File: src/design/sha_pkg.sv
// sha-256 constants, round functions and sequencer state type
`timescale 1ns / 1ps
package sha_pkg;

  localparam int unsigned WordW   = 32;
  localparam int unsigned NumHash = 8;
  localparam int unsigned NumRnd  = 64;

  localparam logic [7:0] PadByte  = 8'h80;
  localparam logic [5:0] LenStart = 6'd56;
  localparam logic [3:0] LenBytes = 4'd8;

  typedef enum logic [4:0] {
    ST_IDLE  = 5'b00001,
    ST_ROUND = 5'b00010,
    ST_FINAL = 5'b00100,
    ST_PAD   = 5'b01000,
    ST_OUT   = 5'b10000
  } state_e;

  typedef logic [WordW-1:0] word_t;

  localparam word_t HashInit [NumHash] = '{
    32'h6a09e667, 32'hbb67ae85, 32'h3c6ef372, 32'ha54ff53a,
    32'h510e527f, 32'h9b05688c, 32'h1f83d9ab, 32'h5be0cd19
  };

  localparam word_t RoundK [NumRnd] = '{
    32'h428a2f98, 32'h71374491, 32'hb5c0fbcf, 32'he9b5dba5,
    32'h3956c25b, 32'h59f111f1, 32'h923f82a4, 32'hab1c5ed5,
    32'hd807aa98, 32'h12835b01, 32'h243185be, 32'h550c7dc3,
    32'h72be5d74, 32'h80deb1fe, 32'h9bdc06a7, 32'hc19bf174,
    32'he49b69c1, 32'hefbe4786, 32'h0fc19dc6, 32'h240ca1cc,
    32'h2de92c6f, 32'h4a7484aa, 32'h5cb0a9dc, 32'h76f988da,
    32'h983e5152, 32'ha831c66d, 32'hb00327c8, 32'hbf597fc7,
    32'hc6e00bf3, 32'hd5a79147, 32'h06ca6351, 32'h14292967,
    32'h27b70a85, 32'h2e1b2138, 32'h4d2c6dfc, 32'h53380d13,
    32'h650a7354, 32'h766a0abb, 32'h81c2c92e, 32'h92722c85,
    32'ha2bfe8a1, 32'ha81a664b, 32'hc24b8b70, 32'hc76c51a3,
    32'hd192e819, 32'hd6990624, 32'hf40e3585, 32'h106aa070,
    32'h19a4c116, 32'h1e376c08, 32'h2748774c, 32'h34b0bcb5,
    32'h391c0cb3, 32'h4ed8aa4a, 32'h5b9cca4f, 32'h682e6ff3,
    32'h748f82ee, 32'h78a5636f, 32'h84c87814, 32'h8cc70208,
    32'h90befffa, 32'ha4506ceb, 32'hbef9a3f7, 32'hc67178f2
  };

  function automatic word_t rotr(word_t x, int unsigned n);
    rotr = (x >> n) | (x << (WordW - n));
  endfunction

  function automatic word_t big_sig0(word_t x);
    big_sig0 = rotr(x, 2) ^ rotr(x, 13) ^ rotr(x, 22);
  endfunction

  function automatic word_t big_sig1(word_t x);
    big_sig1 = rotr(x, 6) ^ rotr(x, 11) ^ rotr(x, 25);
  endfunction

  function automatic word_t small_sig0(word_t x);
    small_sig0 = rotr(x, 7) ^ rotr(x, 18) ^ (x >> 3);
  endfunction

  function automatic word_t small_sig1(word_t x);
    small_sig1 = rotr(x, 17) ^ rotr(x, 19) ^ (x >> 10);
  endfunction

  function automatic word_t choose(word_t e, word_t f, word_t g);
    choose = (e & f) ^ (~e & g);
  endfunction

  function automatic word_t majority(word_t a, word_t b, word_t c);
    majority = (a & b) ^ (a & c) ^ (b & c);
  endfunction

endpackage

File: src/design/sha256_stream_hasher.sv
// sha-256 hasher over a byte stream, one round per cycle
`timescale 1ns / 1ps
// usage
//   slave side takes one message byte per beat: tdata[7:0] is the byte, tuser[0] says
//   whether the byte is present, tlast ends the message (a byte on the same beat is
//   absorbed first; tlast with no byte allows an empty message)
//   master side gives eight beats per message: tdata is a digest word, tuser its index
//   (0 is most significant), tlast marks the eighth word
// timing
//   the 64th byte of a block starts the compression: the rounds, then a fold
//   into the hash words; that byte holds the input until the fold is done, as
//   the single round datapath runs the rounds of a block one after another
//   at the end of a message the pad, zero fill and length are pushed one byte per
//   cycle while no compression runs (up to 72 bytes and one or two compressions),
//   then the eight digest beats
//   tready is high only while the sequencer is idle; no new beat is taken until the
//   last digest beat has gone
// reset and stall
//   reset loads the initial hash words and clears counts and the sequencer
//   a stalled receiver holds the current digest beat; the block simply waits
module sha256_stream_hasher
  import sha_pkg::*;
(
  input  logic        clk_i,
  input  logic        rst_ni,
  input  logic        s_axis_tvalid,
  output logic        s_axis_tready,
  input  logic [7:0]  s_axis_tdata,   // [7:0] data_byte
  input  logic [0:0]  s_axis_tuser,   // [0] byte_present
  input  logic        s_axis_tlast,   // end_of_message
  output logic        m_axis_tvalid,
  input  logic        m_axis_tready,
  output logic [31:0] m_axis_tdata,   // [31:0] digest_word
  output logic [2:0]  m_axis_tuser,   // [2:0] word_index
  output logic        m_axis_tlast    // last_word
);

  localparam int unsigned WinW = 16 * WordW;

  state_e state_q, state_d;

  // hash words, rotated during output so the word being sent always sits in front
  word_t hash_q [NumHash];
  word_t hash_d [NumHash];
  // working variables a..h
  word_t vars_q [NumHash];
  word_t vars_d [NumHash];

  // block bytes gather here and then serve as the message schedule window
  logic [WinW-1:0] win_q, win_d;
  logic [5:0]      fill_q, fill_d;
  logic [63:0]     bits_q, bits_d;
  logic [5:0]      rnd_q, rnd_d;
  logic            eom_q, eom_d;       // padding phase of the current message
  logic            pad_first_q, pad_first_d;
  logic [3:0]      len_cnt_q, len_cnt_d;
  logic [2:0]      out_idx_q, out_idx_d;

  logic            push_en;
  logic [7:0]      push_val;
  logic            block_full;
  word_t           w0, w1, w9, w14, w_new, t1, t2;

  assign s_axis_tready = (state_q == ST_IDLE);
  assign m_axis_tvalid = (state_q == ST_OUT);
  assign m_axis_tdata  = hash_q[0];
  assign m_axis_tuser  = out_idx_q;
  assign m_axis_tlast  = (out_idx_q == 3'd7);

  // schedule taps: window holds w[t] .. w[t+15]
  assign w0    = win_q[WinW-1      -: WordW];
  assign w1    = win_q[WinW-1-32   -: WordW];
  assign w9    = win_q[WinW-1-288  -: WordW];
  assign w14   = win_q[WinW-1-448  -: WordW];
  assign w_new = w0 + small_sig0(w1) + w9 + small_sig1(w14);

  assign t1 = vars_q[7] + big_sig1(vars_q[4]) + choose(vars_q[4], vars_q[5], vars_q[6])
            + RoundK[rnd_q] + w0;
  assign t2 = big_sig0(vars_q[0]) + majority(vars_q[0], vars_q[1], vars_q[2]);

  assign block_full = push_en && (fill_q == 6'd63);

  always_comb begin
    state_d     = state_q;
    hash_d      = hash_q;
    vars_d      = vars_q;
    win_d       = win_q;
    fill_d      = fill_q;
    bits_d      = bits_q;
    rnd_d       = rnd_q;
    eom_d       = eom_q;
    pad_first_d = pad_first_q;
    len_cnt_d   = len_cnt_q;
    out_idx_d   = out_idx_q;
    push_en     = 1'b0;
    push_val    = 8'h00;

    unique case (state_q)
      ST_IDLE: begin
        if (s_axis_tvalid) begin
          push_en  = s_axis_tuser[0];
          push_val = s_axis_tdata;
          if (s_axis_tuser[0]) begin
            bits_d = bits_q + 64'd8;
          end
          if (s_axis_tlast) begin
            eom_d       = 1'b1;
            pad_first_d = 1'b1;
            len_cnt_d   = '0;
            state_d     = ST_PAD;
          end
        end
      end
      ST_PAD: begin
        push_en = 1'b1;
        if (pad_first_q) begin
          push_val    = PadByte;
          pad_first_d = 1'b0;
        end else if (fill_q != LenStart && len_cnt_q == '0) begin
          push_val = 8'h00;
        end else begin
          // length goes out big-endian, top byte first
          push_val  = bits_q[63:56];
          bits_d    = {bits_q[55:0], 8'h00};
          len_cnt_d = len_cnt_q + 4'd1;
        end
      end
      ST_ROUND: begin
        win_d     = {win_q[WinW-WordW-1:0], w_new};
        vars_d[0] = t1 + t2;
        vars_d[1] = vars_q[0];
        vars_d[2] = vars_q[1];
        vars_d[3] = vars_q[2];
        vars_d[4] = vars_q[3] + t1;
        vars_d[5] = vars_q[4];
        vars_d[6] = vars_q[5];
        vars_d[7] = vars_q[6];
        rnd_d     = rnd_q + 6'd1;
        if (rnd_q == 6'(NumRnd - 1)) begin
          state_d = ST_FINAL;
        end
      end
      ST_FINAL: begin
        for (int i = 0; i < NumHash; i++) begin
          hash_d[i] = hash_q[i] + vars_q[i];
        end
        if (!eom_q) begin
          state_d = ST_IDLE;
        end else if (len_cnt_q == LenBytes) begin
          out_idx_d = '0;
          state_d   = ST_OUT;
        end else begin
          state_d = ST_PAD;
        end
      end
      ST_OUT: begin
        if (m_axis_tready) begin
          for (int i = 0; i < NumHash - 1; i++) begin
            hash_d[i] = hash_q[i+1];
          end
          hash_d[NumHash-1] = hash_q[0];
          out_idx_d = out_idx_q + 3'd1;
          if (out_idx_q == 3'd7) begin
            hash_d  = HashInit;
            bits_d  = '0;
            eom_d   = 1'b0;
            state_d = ST_IDLE;
          end
        end
      end
      default: state_d = ST_IDLE;
    endcase

    if (push_en) begin
      win_d  = {win_q[WinW-9:0], push_val};
      fill_d = fill_q + 6'd1;
    end
    // full block: load a..h and start the rounds
    if (block_full) begin
      vars_d  = hash_q;
      rnd_d   = '0;
      state_d = ST_ROUND;
    end
  end

  always_ff @(posedge clk_i or negedge rst_ni) begin
    if (!rst_ni) begin
      state_q     <= ST_IDLE;
      hash_q      <= HashInit;
      fill_q      <= '0;
      bits_q      <= '0;
      rnd_q       <= '0;
      eom_q       <= 1'b0;
      pad_first_q <= 1'b0;
      len_cnt_q   <= '0;
      out_idx_q   <= '0;
    end else begin
      state_q     <= state_d;
      hash_q      <= hash_d;
      fill_q      <= fill_d;
      bits_q      <= bits_d;
      rnd_q       <= rnd_d;
      eom_q       <= eom_d;
      pad_first_q <= pad_first_d;
      len_cnt_q   <= len_cnt_d;
      out_idx_q   <= out_idx_d;
    end
  end

  always_ff @(posedge clk_i) begin
    vars_q <= vars_d;
    win_q  <= win_d;
  end

endmodule

File: config.mk
export PLATFORM = sky130hd
export DESIGN_NAME = sha256_stream_hasher
export DESIGN_NICKNAME = d
export VERILOG_FILES = /design/src/design/sha_pkg.sv /design/src/design/sha256_stream_hasher.sv
export SDC_FILE = /design/constraint.sdc
export NUM_CORES = 2
export LEC_CHECK = 0
export ABC_AREA = 1
export BUFFER_PORTS_ARGS = -buffer_cell sky130_fd_sc_hd__buf_2
export CORE_MARGIN = 5
export CORE_UTILIZATION = 57
export DETAILED_ROUTE_END_ITERATION = 16
export PLACE_DENSITY = 0.7
export SYNTH_ARGS = -nofsm -noshare
export SYNTH_HDL_FRONTEND = slang
export SYNTH_SLANG_ARGS = --single-unit
File: constraint.sdc
create_clock -name clk_i -period 15.25 [get_ports clk_i]
set_input_delay 1.525 -clock clk_i [delete_from_list [all_inputs] [get_ports clk_i]]
set_output_delay 1.525 -clock clk_i [all_outputs]
set_load 0.1 [all_outputs]
==> results.sh <==
export IMPL_wl_per_cell_um=26.6
export IMPL_worstMarginPinSlew_ns=1.18
export IMPL_status="completed"
export IMPL_finalSetupTns_ns=0
export IMPL_ant_nets=0
export IMPL_cp_required_ns=15.75
export IMPL_drive_gt1_share_pct=5.42
export IMPL_maxSlewHeadroom_pct=21.4
export IMPL_synth_fp_nets=11271
export IMPL_dieHeight_um=391
export IMPL_routed_via_density=6.32
export IMPL_fp_dieW_um=391
export IMPL_drt_first_iter_violations=11557
export IMPL_core_area_um2=144000
export IMPL_grt_pass1_wl_um=483000
export IMPL_clk_pin_slew_ns=0.07
export IMPL_cts_resized=0
export IMPL_rows=139
export IMPL_drt_total_wl_um=332000
export IMPL_nets=11073
export IMPL_hold_buffers=0
export IMPL_place_gp_congestion=1.04
export IMPL_max_cap_violations=0
export IMPL_synth_area_leader_cell="edfxtp_1"
export IMPL_rsz0062_at_grt="no"
export IMPL_htreeDepth=3
export IMPL_synthCells=10658
export IMPL_cpPeakStageDelay_ns=0.73
export IMPL_netlist_area_leader_share_pct=27.9
export IMPL_start_util_pct=57.4
export IMPL_cpMaxStageDelayCell="nor2_1"
export IMPL_cts_tree="done"
export IMPL_synth_edf_count=768
export IMPL_hold_violations=0
export IMPL_area_growth_pct=6.97
export IMPL_postSynth_asyncResetShare_pct=30.9
export IMPL_numCtsBuffers=121
export IMPL_drc=0
export IMPL_overflow=0
export IMPL_clockBufferDepth=3
export IMPL_yosys_warnings=0
export IMPL_port_buffers=51
export IMPL_critPathArrivalTime_ns=8.82
export IMPL_fmax_mhz=120
export IMPL_dp_hpwl_um=252000
export IMPL_clk_latency_ns=0.82
export IMPL_cts_sinks=1111
export IMPL_ys_types=70
export IMPL_critPathKind="flop to flop"
export IMPL_period_share_pct=54.5
export IMPL_ys_ff_latch=1111
export IMPL_fill_cells=12429
export IMPL_crit_fanout=35
export IMPL_antenna_found_initial=9
export IMPL_setup_worst_path_start_class="flop"
export IMPL_gr_usage_all_layers_pct=42.5
export IMPL_skew_ns=0.0877
export IMPL_syn_area_per_cell_um2=7.75
export IMPL_cts_setup_buffers=0
export IMPL_drv_slew=0
export IMPL_firstDrtPassIters=10
export IMPL_post_route_min_period_ns=8.31
export IMPL_crit_path_end_kind="flop"
export IMPL_hp_class="flop to flop"
export IMPL_die_area_um2=153000
export IMPL_grt_pass1_vias=74133
export IMPL_synth_seq_area_share_pct=38.5
export IMPL_synth_ff_type="edfxtp_1"
export IMPL_synthTopCellsByCount="3089 x nand2_1, 1289 x inv_1, 853 x o21ai_0"
export IMPL_yosysMostFrequentCell="nand2_1"
export IMPL_routed_via_count=78936
export IMPL_grt_max_degree=243
export IMPL_yosys_top_cells_area="edfxtp_1 28%, nand2_1 14%, dfrtp_1 6.2%"
export IMPL_cp_common_cell="a21oi_1"
export IMPL_syn_cell_area_um2=82500
export IMPL_setup_viol=0
export IMPL_ioPinCount=52
export IMPL_root_buffer="clkbuf_16"
-- layout make-up --
class	count	area, um^2	share of cell area [%]
diodes	14	35.0	0.0397
clock inverters	80	1210	1.37
inverters	1297	4900	5.54
flip-flops and latches	1111	31800	36.0
clock buffers	150	3220	3.64
multi-input cells	7806	43900	49.7
repair buffers	123	881	0.998
well taps	1903	2380	2.70
-- state kept, by name (all words and copies together) (netlist names) --
signal,flops
m_axis_tdata,32
rnd_q,6
eom_q,1
len_cnt_q,4
win_q,512
hash_q,224
bits_q,61
pad_first_q,1
m_axis_tuser,3
vars_q,256
fill_q,6
state_q,5
-- routing by layer --
metal	wire length [um]	part of all wire, %	track usage [%]	vias to the layer above
met4	22300	6.7	22.5	10
li1	-	-	-	34900
met5	114	0.034	0.157	-
met3	47700	14	13.6	958
met2	134000	40	59.5	5649
met1	129000	39	58.8	37419
-- logic make-up after synthesis --
logic type,synth area share [%]
adder cells (fa/ha/maj),10.9
buffers and inverters,8.40
AO/OA/AOI/OAI,15.2
AND/OR/NAND/NOR,22.3
XOR/XNOR,4.64
multiplexers,0.0243
flip-flops,38.5
-- layout by cell type (no fill, tap or decap), types with 23 or more instances in the layout --
cell / count
nand3b_1: 26
xor2_1: 252
o22ai_1: 43
dfrtp_1: 206
inv_1: 1288
o221ai_1: 46
ha_1: 402
fa_1: 197
o211ai_1: 40
o21a_1: 27
a21o_1: 53
nand3_1: 429
clkbuf_16: 122
edfxtp_1: 768
o21ai_0: 853
buf_4: 66
nor3_1: 112
a31oi_1: 69
xnor2_1: 185
dfstp_2: 137
o21ai_1: 56
nor2_1: 663
buf_2: 50
a21boi_0: 30
o21bai_1: 83
bufinv_16: 23
or2_2: 70
nand2_1: 3087
nand4_1: 96
a21oi_1: 769
a22oi_1: 71
-- metrics by stage --
| step | hold slack, ns | util (%) | std cells | worst slack (ns) | area [um^2] |
|---|---|---|---|---|---|
| 2_1_floorplan | 0.442 | - | 10658 | 0.839 | 82500 |
| 3_3_place_gp | 0.460 | 58.3 | 12240 | 7.16 | 83800 |
| 3_5_place_dp | 0.473 | 58.3 | 12240 | 7.18 | 83800 |
| 4_1_cts | 0.488 | 61.4 | 12470 | 7.12 | 88300 |
| 5_1_grt | 0.503 | 61.4 | 12470 | 6.52 | 88300 |
| 6_report | 0.487 | 61.4 | 12484 | 6.94 | 88300 |
-- critical path: cells and delay by family (launching register included) --
kind	cells	cell delay [ns]
xor+xnor	1	0.25
fa+ha+maj	4	1.76
simple gates	7	1.59
buf+inv	7	1.54
flops	1	0.32
compound gates	10	2.53
-- path summary, 6_finish.rpt --
path / depth (start not counted) / from / end / slack, ns
worst max-delay path: 29 / rnd_q[4] / vars_q[247] / 6.94
worst min-delay path: 1 / fill_q[5] / fill_q[5] / 0.49
worst max register to register: 29 / rnd_q[4] / vars_q[247] / 6.94
worst min register to register: 1 / fill_q[5] / fill_q[5] / 0.49
max in group asynchronous: 4 / rst_ni / bits_q[46] / 11.74
min in group asynchronous: 1 / rst_ni / hash_q[180] / 0.71
Power is not shown: default switching activity piles up to over one toggle a cycle in this logic, so the estimate is an artifact.
